**src/hw/rtl/ptss_pkg.sv**
```systemverilog
// ----------------------------------------------------------------------------
// ptss_pkg
// Shared sizes, codes and the slot entry layout of the periodic task slot
// scheduler.
// ----------------------------------------------------------------------------
package ptss_pkg;

  // table geometry
  localparam int SLOTS       = 16;
  localparam int TICK_UNITS  = 10;
  localparam int MAX_RESULTS = 16;

  localparam int SLOT_W = (SLOTS > 1) ? $clog2(SLOTS) : 1;
  localparam int CNT_W  = $clog2(MAX_RESULTS + 1);

  // field widths
  localparam int FUNC_W   = 3;
  localparam int KEY_W    = 32;
  localparam int TIME_W   = 16;
  localparam int SN_W     = 4;
  localparam int IDX_W    = 4;
  localparam int STATUS_W = 2;
  localparam int PEND_W   = 8;

  localparam logic [PEND_W-1:0] PEND_MAX = '1;

  // rounded-up reciprocal of the tick unit, exact for every TIME_W-bit dividend
  localparam int RECIP_SH = TIME_W + $clog2(TICK_UNITS);
  localparam int RECIP    = ((1 << RECIP_SH) + TICK_UNITS - 1) / TICK_UNITS;
  localparam int PROD_W   = TIME_W + RECIP_SH;

  // stream payload widths, padded to whole bytes
  localparam int S_DATA_W = 72;
  localparam int M_DATA_W = 40;

  typedef enum logic [FUNC_W-1:0] {
    FUNC_TICK     = 3'd0,
    FUNC_ADD      = 3'd1,
    FUNC_DELETE   = 3'd2,
    FUNC_DISPATCH = 3'd3,
    FUNC_FIND     = 3'd4
  } func_t;

  typedef enum logic [STATUS_W-1:0] {
    ST_OK        = 2'd0,
    ST_FULL      = 2'd1,
    ST_NOT_FOUND = 2'd2,
    ST_NONE      = 2'd3
  } status_t;

  // one slot entry as kept in the table memory
  typedef struct packed {
    logic [KEY_W-1:0]  key;
    logic [TIME_W-1:0] cd;
    logic [TIME_W-1:0] rl;
    logic [PEND_W-1:0] pend;
  } slot_t;

endpackage

```
**src/hw/rtl/ptss_div.sv**
```systemverilog
// ----------------------------------------------------------------------------
// ptss_div
// Divide by the tick unit through a reciprocal multiply, quotient ready in the
// cycle after start.
// ----------------------------------------------------------------------------
module ptss_div (
  input  logic                        clk,
  input  logic                        rst,
  input  logic                        start,
  input  logic [ptss_pkg::TIME_W-1:0] dividend,
  output logic                        done,
  output logic [ptss_pkg::TIME_W-1:0] quotient
);
  import ptss_pkg::*;

  logic [PROD_W-1:0] prod;

  // multiply by the reciprocal, the quotient sits above the shift
  always_comb begin
    prod = PROD_W'(dividend) * PROD_W'(RECIP);
  end

  // control
  always_ff @(posedge clk) begin
    if (rst) begin
      done <= 1'b0;
    end else begin
      done <= start;
    end
  end

  // datapath
  always_ff @(posedge clk) begin
    if (start) begin
      quotient <= prod[RECIP_SH +: TIME_W];
    end
  end

endmodule

```
**src/hw/rtl/periodic_task_slot_scheduler.sv**
```systemverilog
// ----------------------------------------------------------------------------
// periodic_task_slot_scheduler
// Slot table of periodic tasks in one synchronous memory; tick, find, dispatch
// walk it one slot per cycle unless dispatch stalls; tick and dispatch write back.
// ----------------------------------------------------------------------------
// tick, find and dispatch walk the slots through the single read port; add waits
//   on the reciprocal multiply by the tick unit; delete, table full and unknown
//   go straight to the final result
// one request at a time, the next can be taken once the final result is presented;
//   dispatch results wait on m_tready and hold the walk
// reset clears the slot used flags and control; the memory is not cleared
module periodic_task_slot_scheduler (
  input  logic                          clk,
  input  logic                          rst,
  input  logic                          s_tvalid,
  output logic                          s_tready,
  // task_key[31:0], start_delay[47:32], repeat_period[63:48],
  // slot_number[67:64], zero pad
  input  logic [ptss_pkg::S_DATA_W-1:0] s_tdata,
  // func[2:0]
  input  logic [ptss_pkg::FUNC_W-1:0]   s_tuser,
  output logic                          m_tvalid,
  input  logic                          m_tready,
  // slot_index[3:0], ready_key[35:4], zero pad
  output logic [ptss_pkg::M_DATA_W-1:0] m_tdata,
  // status[1:0]
  output logic [ptss_pkg::STATUS_W-1:0] m_tuser,
  output logic                          m_tlast
);
  import ptss_pkg::*;

  typedef enum logic [1:0] {IDLE, DIVIDE, WALK, FINISH} state_t;

  state_t             state;
  func_t              cmd;
  logic [KEY_W-1:0]   key_r;
  logic [SLOT_W-1:0]  free_idx_r;
  logic [SLOTS-1:0]   used;

  // walk pipeline
  logic [SLOT_W-1:0]  iss_idx;
  logic               iss_done;
  logic               p_vld;
  logic [SLOT_W-1:0]  p_idx;
  logic [CNT_W-1:0]   served;

  // result under construction (also the held dispatch result)
  status_t            fin_status;
  logic [SLOT_W-1:0]  fin_idx;
  logic [KEY_W-1:0]   fin_key;

  // table memory
  slot_t              mem [SLOTS];
  slot_t              rd_data;
  logic               wr_en;
  logic [SLOT_W-1:0]  wr_addr;
  slot_t              wr_data;

  // request fields
  logic               accept;
  logic [KEY_W-1:0]   in_key;
  logic [TIME_W-1:0]  in_dly;
  logic [TIME_W-1:0]  in_per;
  logic [SN_W-1:0]    in_sn;
  func_t              in_func;

  // free slot search, divider
  logic               free_found;
  logic [SLOT_W-1:0]  free_idx;
  logic               div_start;
  logic               dly_done;
  logic               per_done;
  logic [TIME_W-1:0]  dly_q;
  logic [TIME_W-1:0]  per_q;

  // walk control
  logic               p_used;
  logic               ready;
  logic               stall;
  logic               p_done;
  logic               issue;
  logic               out_free;
  logic               push;

  assign s_tready = (state == IDLE);
  assign accept   = s_tvalid && s_tready;
  assign in_key   = s_tdata[31:0];
  assign in_dly   = s_tdata[47:32];
  assign in_per   = s_tdata[63:48];
  assign in_sn    = s_tdata[67:64];
  assign in_func  = func_t'(s_tuser);
  assign out_free = !m_tvalid || m_tready;

  // lowest free slot
  always_comb begin
    free_found = 1'b0;
    free_idx   = '0;
    for (int i = SLOTS - 1; i >= 0; i--) begin
      if (!used[i]) begin
        free_found = 1'b1;
        free_idx   = SLOT_W'(i);
      end
    end
  end

  assign div_start = accept && (in_func == FUNC_ADD) && free_found;

  ptss_div u_div_dly (
    .clk      (clk),
    .rst      (rst),
    .start    (div_start),
    .dividend (in_dly),
    .done     (dly_done),
    .quotient (dly_q)
  );

  ptss_div u_div_per (
    .clk      (clk),
    .rst      (rst),
    .start    (div_start),
    .dividend (in_per),
    .done     (per_done),
    .quotient (per_q)
  );

  // walk stage decode
  always_comb begin
    p_used = used[p_idx];
    ready  = (cmd == FUNC_DISPATCH) && p_used && (rd_data.pend != '0) &&
             (served < CNT_W'(MAX_RESULTS));
    stall  = p_vld && ready && (fin_status == ST_OK) && !out_free;
    p_done = p_vld && !stall;
    issue  = (state == WALK) && !iss_done && !stall;
    push   = (state == WALK) && p_done && ready && (fin_status == ST_OK);
  end

  // memory write port: add entry or walk write-back
  always_comb begin
    wr_en   = 1'b0;
    wr_addr = p_idx;
    wr_data = rd_data;
    if (state == DIVIDE) begin
      wr_en        = dly_done && per_done;
      wr_addr      = free_idx_r;
      wr_data.key  = key_r;
      wr_data.cd   = dly_q;
      wr_data.rl   = per_q;
      wr_data.pend = '0;
    end else if ((state == WALK) && p_done && p_used) begin
      case (cmd)
        FUNC_TICK: begin
          wr_en = 1'b1;
          if (rd_data.cd == '0) begin
            if (rd_data.pend != PEND_MAX) begin
              wr_data.pend = rd_data.pend + 1'b1;
            end
            if (rd_data.rl != '0) begin
              wr_data.cd = rd_data.rl;
            end
          end else begin
            wr_data.cd = rd_data.cd - 1'b1;
          end
        end
        FUNC_DISPATCH: begin
          wr_en        = ready;
          wr_data.pend = rd_data.pend - 1'b1;
        end
        default: begin
          wr_en = 1'b0;
        end
      endcase
    end
  end

  // table memory
  always_ff @(posedge clk) begin
    if (wr_en) begin
      mem[wr_addr] <= wr_data;
    end
  end

  always_ff @(posedge clk) begin
    if (issue) begin
      rd_data <= mem[iss_idx];
    end
  end

  // sequencer, used flags and output register
  always_ff @(posedge clk) begin
    if (rst) begin
      state    <= IDLE;
      used     <= '0;
      p_vld    <= 1'b0;
      iss_done <= 1'b0;
      m_tvalid <= 1'b0;
    end else begin
      if (m_tready) begin
        m_tvalid <= 1'b0;
      end
      unique case (state)
        IDLE: begin
          if (accept) begin
            cmd        <= in_func;
            key_r      <= in_key;
            free_idx_r <= free_idx;
            fin_status <= ST_OK;
            fin_idx    <= '0;
            fin_key    <= '0;
            iss_idx    <= '0;
            iss_done   <= 1'b0;
            p_vld      <= 1'b0;
            served     <= '0;
            case (in_func)
              FUNC_TICK: begin
                state <= WALK;
              end
              FUNC_FIND: begin
                fin_status <= ST_NOT_FOUND;
                state      <= WALK;
              end
              FUNC_DISPATCH: begin
                fin_status <= ST_NONE;
                state      <= WALK;
              end
              FUNC_ADD: begin
                if (free_found) begin
                  fin_idx <= free_idx;
                  state   <= DIVIDE;
                end else begin
                  fin_status <= ST_FULL;
                  state      <= FINISH;
                end
              end
              FUNC_DELETE: begin
                if (32'(in_sn) >= 32'(SLOTS)) begin
                  fin_status <= ST_NOT_FOUND;
                end else begin
                  fin_idx             <= SLOT_W'(in_sn);
                  used[SLOT_W'(in_sn)] <= 1'b0;
                end
                state <= FINISH;
              end
              default: begin
                state <= FINISH;
              end
            endcase
          end
        end
        DIVIDE: begin
          if (dly_done && per_done) begin
            used[free_idx_r] <= 1'b1;
            state            <= FINISH;
          end
        end
        WALK: begin
          // issue stage
          if (issue) begin
            p_vld <= 1'b1;
            p_idx <= iss_idx;
            if (iss_idx == SLOT_W'(SLOTS - 1)) begin
              iss_done <= 1'b1;
            end else begin
              iss_idx <= iss_idx + 1'b1;
            end
          end else if (p_done) begin
            p_vld <= 1'b0;
          end
          // process stage
          if (p_done) begin
            if ((cmd == FUNC_FIND) && p_used && (rd_data.key == key_r) &&
                (fin_status != ST_OK)) begin
              fin_status <= ST_OK;
              fin_idx    <= p_idx;
            end
            if (ready) begin
              served     <= served + 1'b1;
              fin_status <= ST_OK;
              fin_idx    <= p_idx;
              fin_key    <= rd_data.key;
              if (rd_data.rl == '0) begin
                used[p_idx] <= 1'b0;
              end
            end
          end
          // previously held dispatch result goes out, more may follow
          if (push) begin
            m_tvalid <= 1'b1;
            m_tuser  <= fin_status;
            m_tdata  <= {4'b0, fin_key, IDX_W'(fin_idx)};
            m_tlast  <= 1'b0;
          end
          if (iss_done && (!p_vld || p_done)) begin
            state <= FINISH;
          end
        end
        FINISH: begin
          if (out_free) begin
            m_tvalid <= 1'b1;
            m_tuser  <= fin_status;
            m_tdata  <= {4'b0, fin_key, IDX_W'(fin_idx)};
            m_tlast  <= 1'b1;
            state    <= IDLE;
          end
        end
        default: begin
          state <= IDLE;
        end
      endcase
    end
  end

endmodule

```
**config.mk**
```make
export PLATFORM = sky130hd
export DESIGN_NAME = periodic_task_slot_scheduler
export DESIGN_NICKNAME = d
export VERILOG_FILES = /design/src/hw/rtl/ptss_pkg.sv /design/src/hw/rtl/ptss_div.sv /design/src/hw/rtl/periodic_task_slot_scheduler.sv
export SDC_FILE = /design/constraint.sdc
export NUM_CORES = 2
export LEC_CHECK = 0
export BUFFER_PORTS_ARGS = -buffer_cell sky130_fd_sc_hd__buf_2
export CAP_MARGIN = 5
export CORE_UTILIZATION = 55
export DETAILED_ROUTE_END_ITERATION = 16
export PLACE_DENSITY = 0.71
export SYNTH_ARGS = -nofsm -noshare
export SYNTH_HDL_FRONTEND = slang
export SYNTH_SLANG_ARGS = --single-unit
```
**constraint.sdc**
```tcl
create_clock -name clk -period 12.38 [get_ports clk]
set_input_delay 3.095 -clock clk [delete_from_list [all_inputs] [get_ports clk]]
set_output_delay 3.095 -clock clk [all_outputs]
set_load 0.01 [all_outputs]
```
==> impl_results.md <==
* Outcome: completed
* Hold path startpoint: fin_key[13]$_SDFFCE_PN0P_
* Synth cell types at 74
* Clock slew at reported path FFs at 60 ps
* #FFs+latches synth at 1401
* Crit path max-delay cell type: a2111oi_0
* Post-CTS Hold Buffers at 0
* Placed Instance Area at 65800 sq um
* Clk_lat worst skew at 760 ps
* Register area share after synthesis at 0.663
* Post-CTS setup buffers at 0
* WP buf/inv at 5
* Final WL at 144000 um
* CTS HTree Levels at 4
* Die width at 341 um
* Max-slew violation count at 0
* Cts repair resizes at 0
* Min Hold Slack at 414 ps
* Worst r2r src: rd_data[3]$_DFFE_PP_
* Metal2 WL at 73500 um
* DIE HEIGHT at 341 um
* Grt ovf at 0
* Setup TNS at 0 ps
* Fmax at 124 MHz
* Initial DRC Count at 3253
* Met3 WL at 9310 um
* CTS tree: done
* Worst-Margin Slew at 1250 ps
* Most area-hungry cell type in the Yosys netlist: edfxtp_1
* Combinational share of power at 0.293
* Num ports at 124
* Crit-path max FO at 6
* Die area at 116000 sq um
* EDFF count, synth at 1379
* Final std cells w/o fill at 5218
* HP Class: reg2reg
* CTS sink cnt at 1401
* Max-capacitance violation count at 0
* Final weighted congestion of routability-driven global placement at 0.870
* Int Power at 10.2 mW
* DRC at 0
* Placed wire-length estimate at 82500 um
* Post-synth top cells: 1379 x edfxtp_1, 364 x mux4_2, 310 x inv_1
* CP startpoint kind: input pin
* CP delay by family, top: adder cells
* Largest net degree at the start of global routing at 147
* Final Instance Area at 70400 sq um
* Critical path arrival at 8560 ps
* Sw frac at 0.308
* Vias in the first global route at 33800
* Fillers at 7736
* Post-synthesis cell count at 3399
* Crit path cell chain: buf_2 > ha_1 > xor2_1 > ha_1 > fa_1 > inv_1 > fa_1 > inv_1 > fa_1 > inv_1 > fa_1 > inv_1 > ha_1 > a21oi_1 > o21ai_0 > a2111oi_0 > a311oi_1 > nor2_1 > o2111ai_1 > a21oi_1 > xnor2_1
* Final net count at 4113
* Clock buffer depth at 3
* Synth top area cells: edfxtp_1 66%, mux4_2 13%, ha_1 5.4%
* First-pass GRT wire length at 216000 um
* VDD IR max at 0.143 mV
* CTS Buf Count at 142
* Clk_skew at 35.3 ps
* Pleak at 24.3 nW
* CP peak stage delay at 700 ps
* Place WS at 3650 ps
* Highest layer used for signal routing: met4
* Antenna viol nets, final at 0
* Most frequent cell after synthesis: edfxtp_1
* YS warnings at 0
* Crit path from: s_tdata[36]
* Vias after detailed routing at 32300
* Tot GR Track Use at 0.254
* Routed WL per cell at 27.6 um
* Final worst-path cycle share at 0.652
* Required @ worst endpoint at 12880 ps
* Final hold viol count at 0
* Pre-antenna DRT Iters at 7
* Vias per inst at 6.19
* Crit end category: flip-flop
* Total core area at 113000 sq um
* Reg power frac at 0.426
* Main synth FF type: edfxtp_1
* Row cnt at 123
* Async S/R FF share, synth at 0
* Share of layout cells above drive strength 1 at 0.221
* Initial antenna violation count at 0
* IO Port Bufs at 115
* RSZ-0062 raised after global routing: false
* Slew margin rel. at 0.163
* Synth top area share at 0.656
* Placed cell count at 4960
* Final setup violation count at 0
* Syn_area_per_cell at 18.6 sq um
* Kind of critical path: in2reg
* Final Critical Period at 8070 ps
* Fin worst setup slack at 4310 ps
* Post-Syn Area at 63100 sq um
* Metal-1 WL at 57700 um
* CTS Root Cell: clkbuf_16
* Switching Power at 4.56 mW
* Initial Utilization at 0.558
* Power per cell area at 210 nW/um^2
* Clock power frac at 0.281
* Area Growth Syn to Fin at 11.4%
## final cells by class
| class | count | area, sq um | area share |
|---|---|---|---|
| Sequential cell | 1401 | 41900 | 0.595 |
| Multi-Input combinational cell | 1570 | 19800 | 0.282 |
| Clock buffer | 176 | 3740 | 0.0532 |
| Tap cell | 1500 | 1880 | 0.0267 |
| Inverter | 311 | 1170 | 0.0166 |
| Timing Repair Buffer | 179 | 1090 | 0.0155 |
| Clock inverter | 80 | 768 | 0.0109 |
| Antenna cell | 1 | 2.50 | 0.0000356 |
## cells in the final DEF (no fill, tap or decap), drive strengths merged, types with 5 or more instances in the layout
cell,instances
a211oi,14
a21o,17
a21oi,72
a221oi,6
a22oi,14
a31oi,16
and2,40
and3,9
buf,178
bufinv,11
clkbuf,177
clkinv,62
dfxtp,22
edfxtp,1379
fa,158
ha,271
inv,314
mux2,45
mux4,365
nand2,72
nand2b,12
nand3,28
nand4,19
nor2,100
nor2b,21
nor3,35
nor3b,10
nor4,18
o211ai,6
o21ai,50
o22ai,8
or2,8
or3,6
or4,5
xnor2,46
xor2,37
## stage by stage
stage	util	total power, mW
after CTS	0.622	14.9
after floorplan	-	9.40
after detailed placement	0.582	10.7
final	0.622	14.8
after global routing	0.622	15.5
after global placement	0.582	10.6
## metal layers
layer  vias to the layer above  track usage
met5                         -            0
met3                       223       0.0338
li1                      13700            -
met2                      1329        0.428
met1                     17000        0.351
met4                         0       0.0699
## power by group through the flow
stage               registers [mW]  clock network, mW  logic (mW)
finish                        6.30               4.17        4.33
global route                  6.32               4.41        4.82
CTS                           6.30               4.22        4.36
detailed placement            6.40                  0        4.32
global placement              6.39                  0        4.18
floorplan                     6.32                  0        3.08
## state kept, by name (all words and copies together) (netlist names)
| signal | count |
|---|---|
| p_vld | 1 |
| fin_status | 2 |
| free_idx_r | 4 |
| u_div_per.quotient | 13 |
| used | 16 |
| u_div_dly.quotient | 13 |
| mem | 1152 |
| m_tlast | 1 |
| cmd | 3 |
| u_div_dly.done | 1 |
| rd_data | 72 |
| fin_key | 32 |
| m_tvalid | 1 |
| served | 5 |
| p_idx | 4 |
| m_tuser | 2 |
| fin_idx | 4 |
| iss_idx | 4 |
| m_tdata | 36 |
| key_r | 32 |
| state | 2 |
| iss_done | 1 |
## cells by family (layout without fill, tap and decap cells)
family,after synthesis,in the layout,synth area share
AOI/OAI and AO/OA,246,246,0.0249
xor gates and xnor gates,83,83,0.0115
adders and majority gates,429,429,0.104
buffers and inverters,431,746,0.0261
DFF,1401,1401,0.663
muxes,414,414,0.139
other,1,5,0.0000594
and+or+nand+nor,394,394,0.0319
## final timing paths
path,endpoint,cells after the start,slack (ps)
max,u_div_dly.quotient[11]$_DFFE_PP_,21,4310
min,m_tdata[17]$_DFFE_PP_,0,410
max reg2reg,mem[6][39]$_DFFE_PP_,9,7180
min reg2reg,m_tdata[17]$_DFFE_PP_,0,410
No activity file was read; power rests on OpenSTA's default activity.
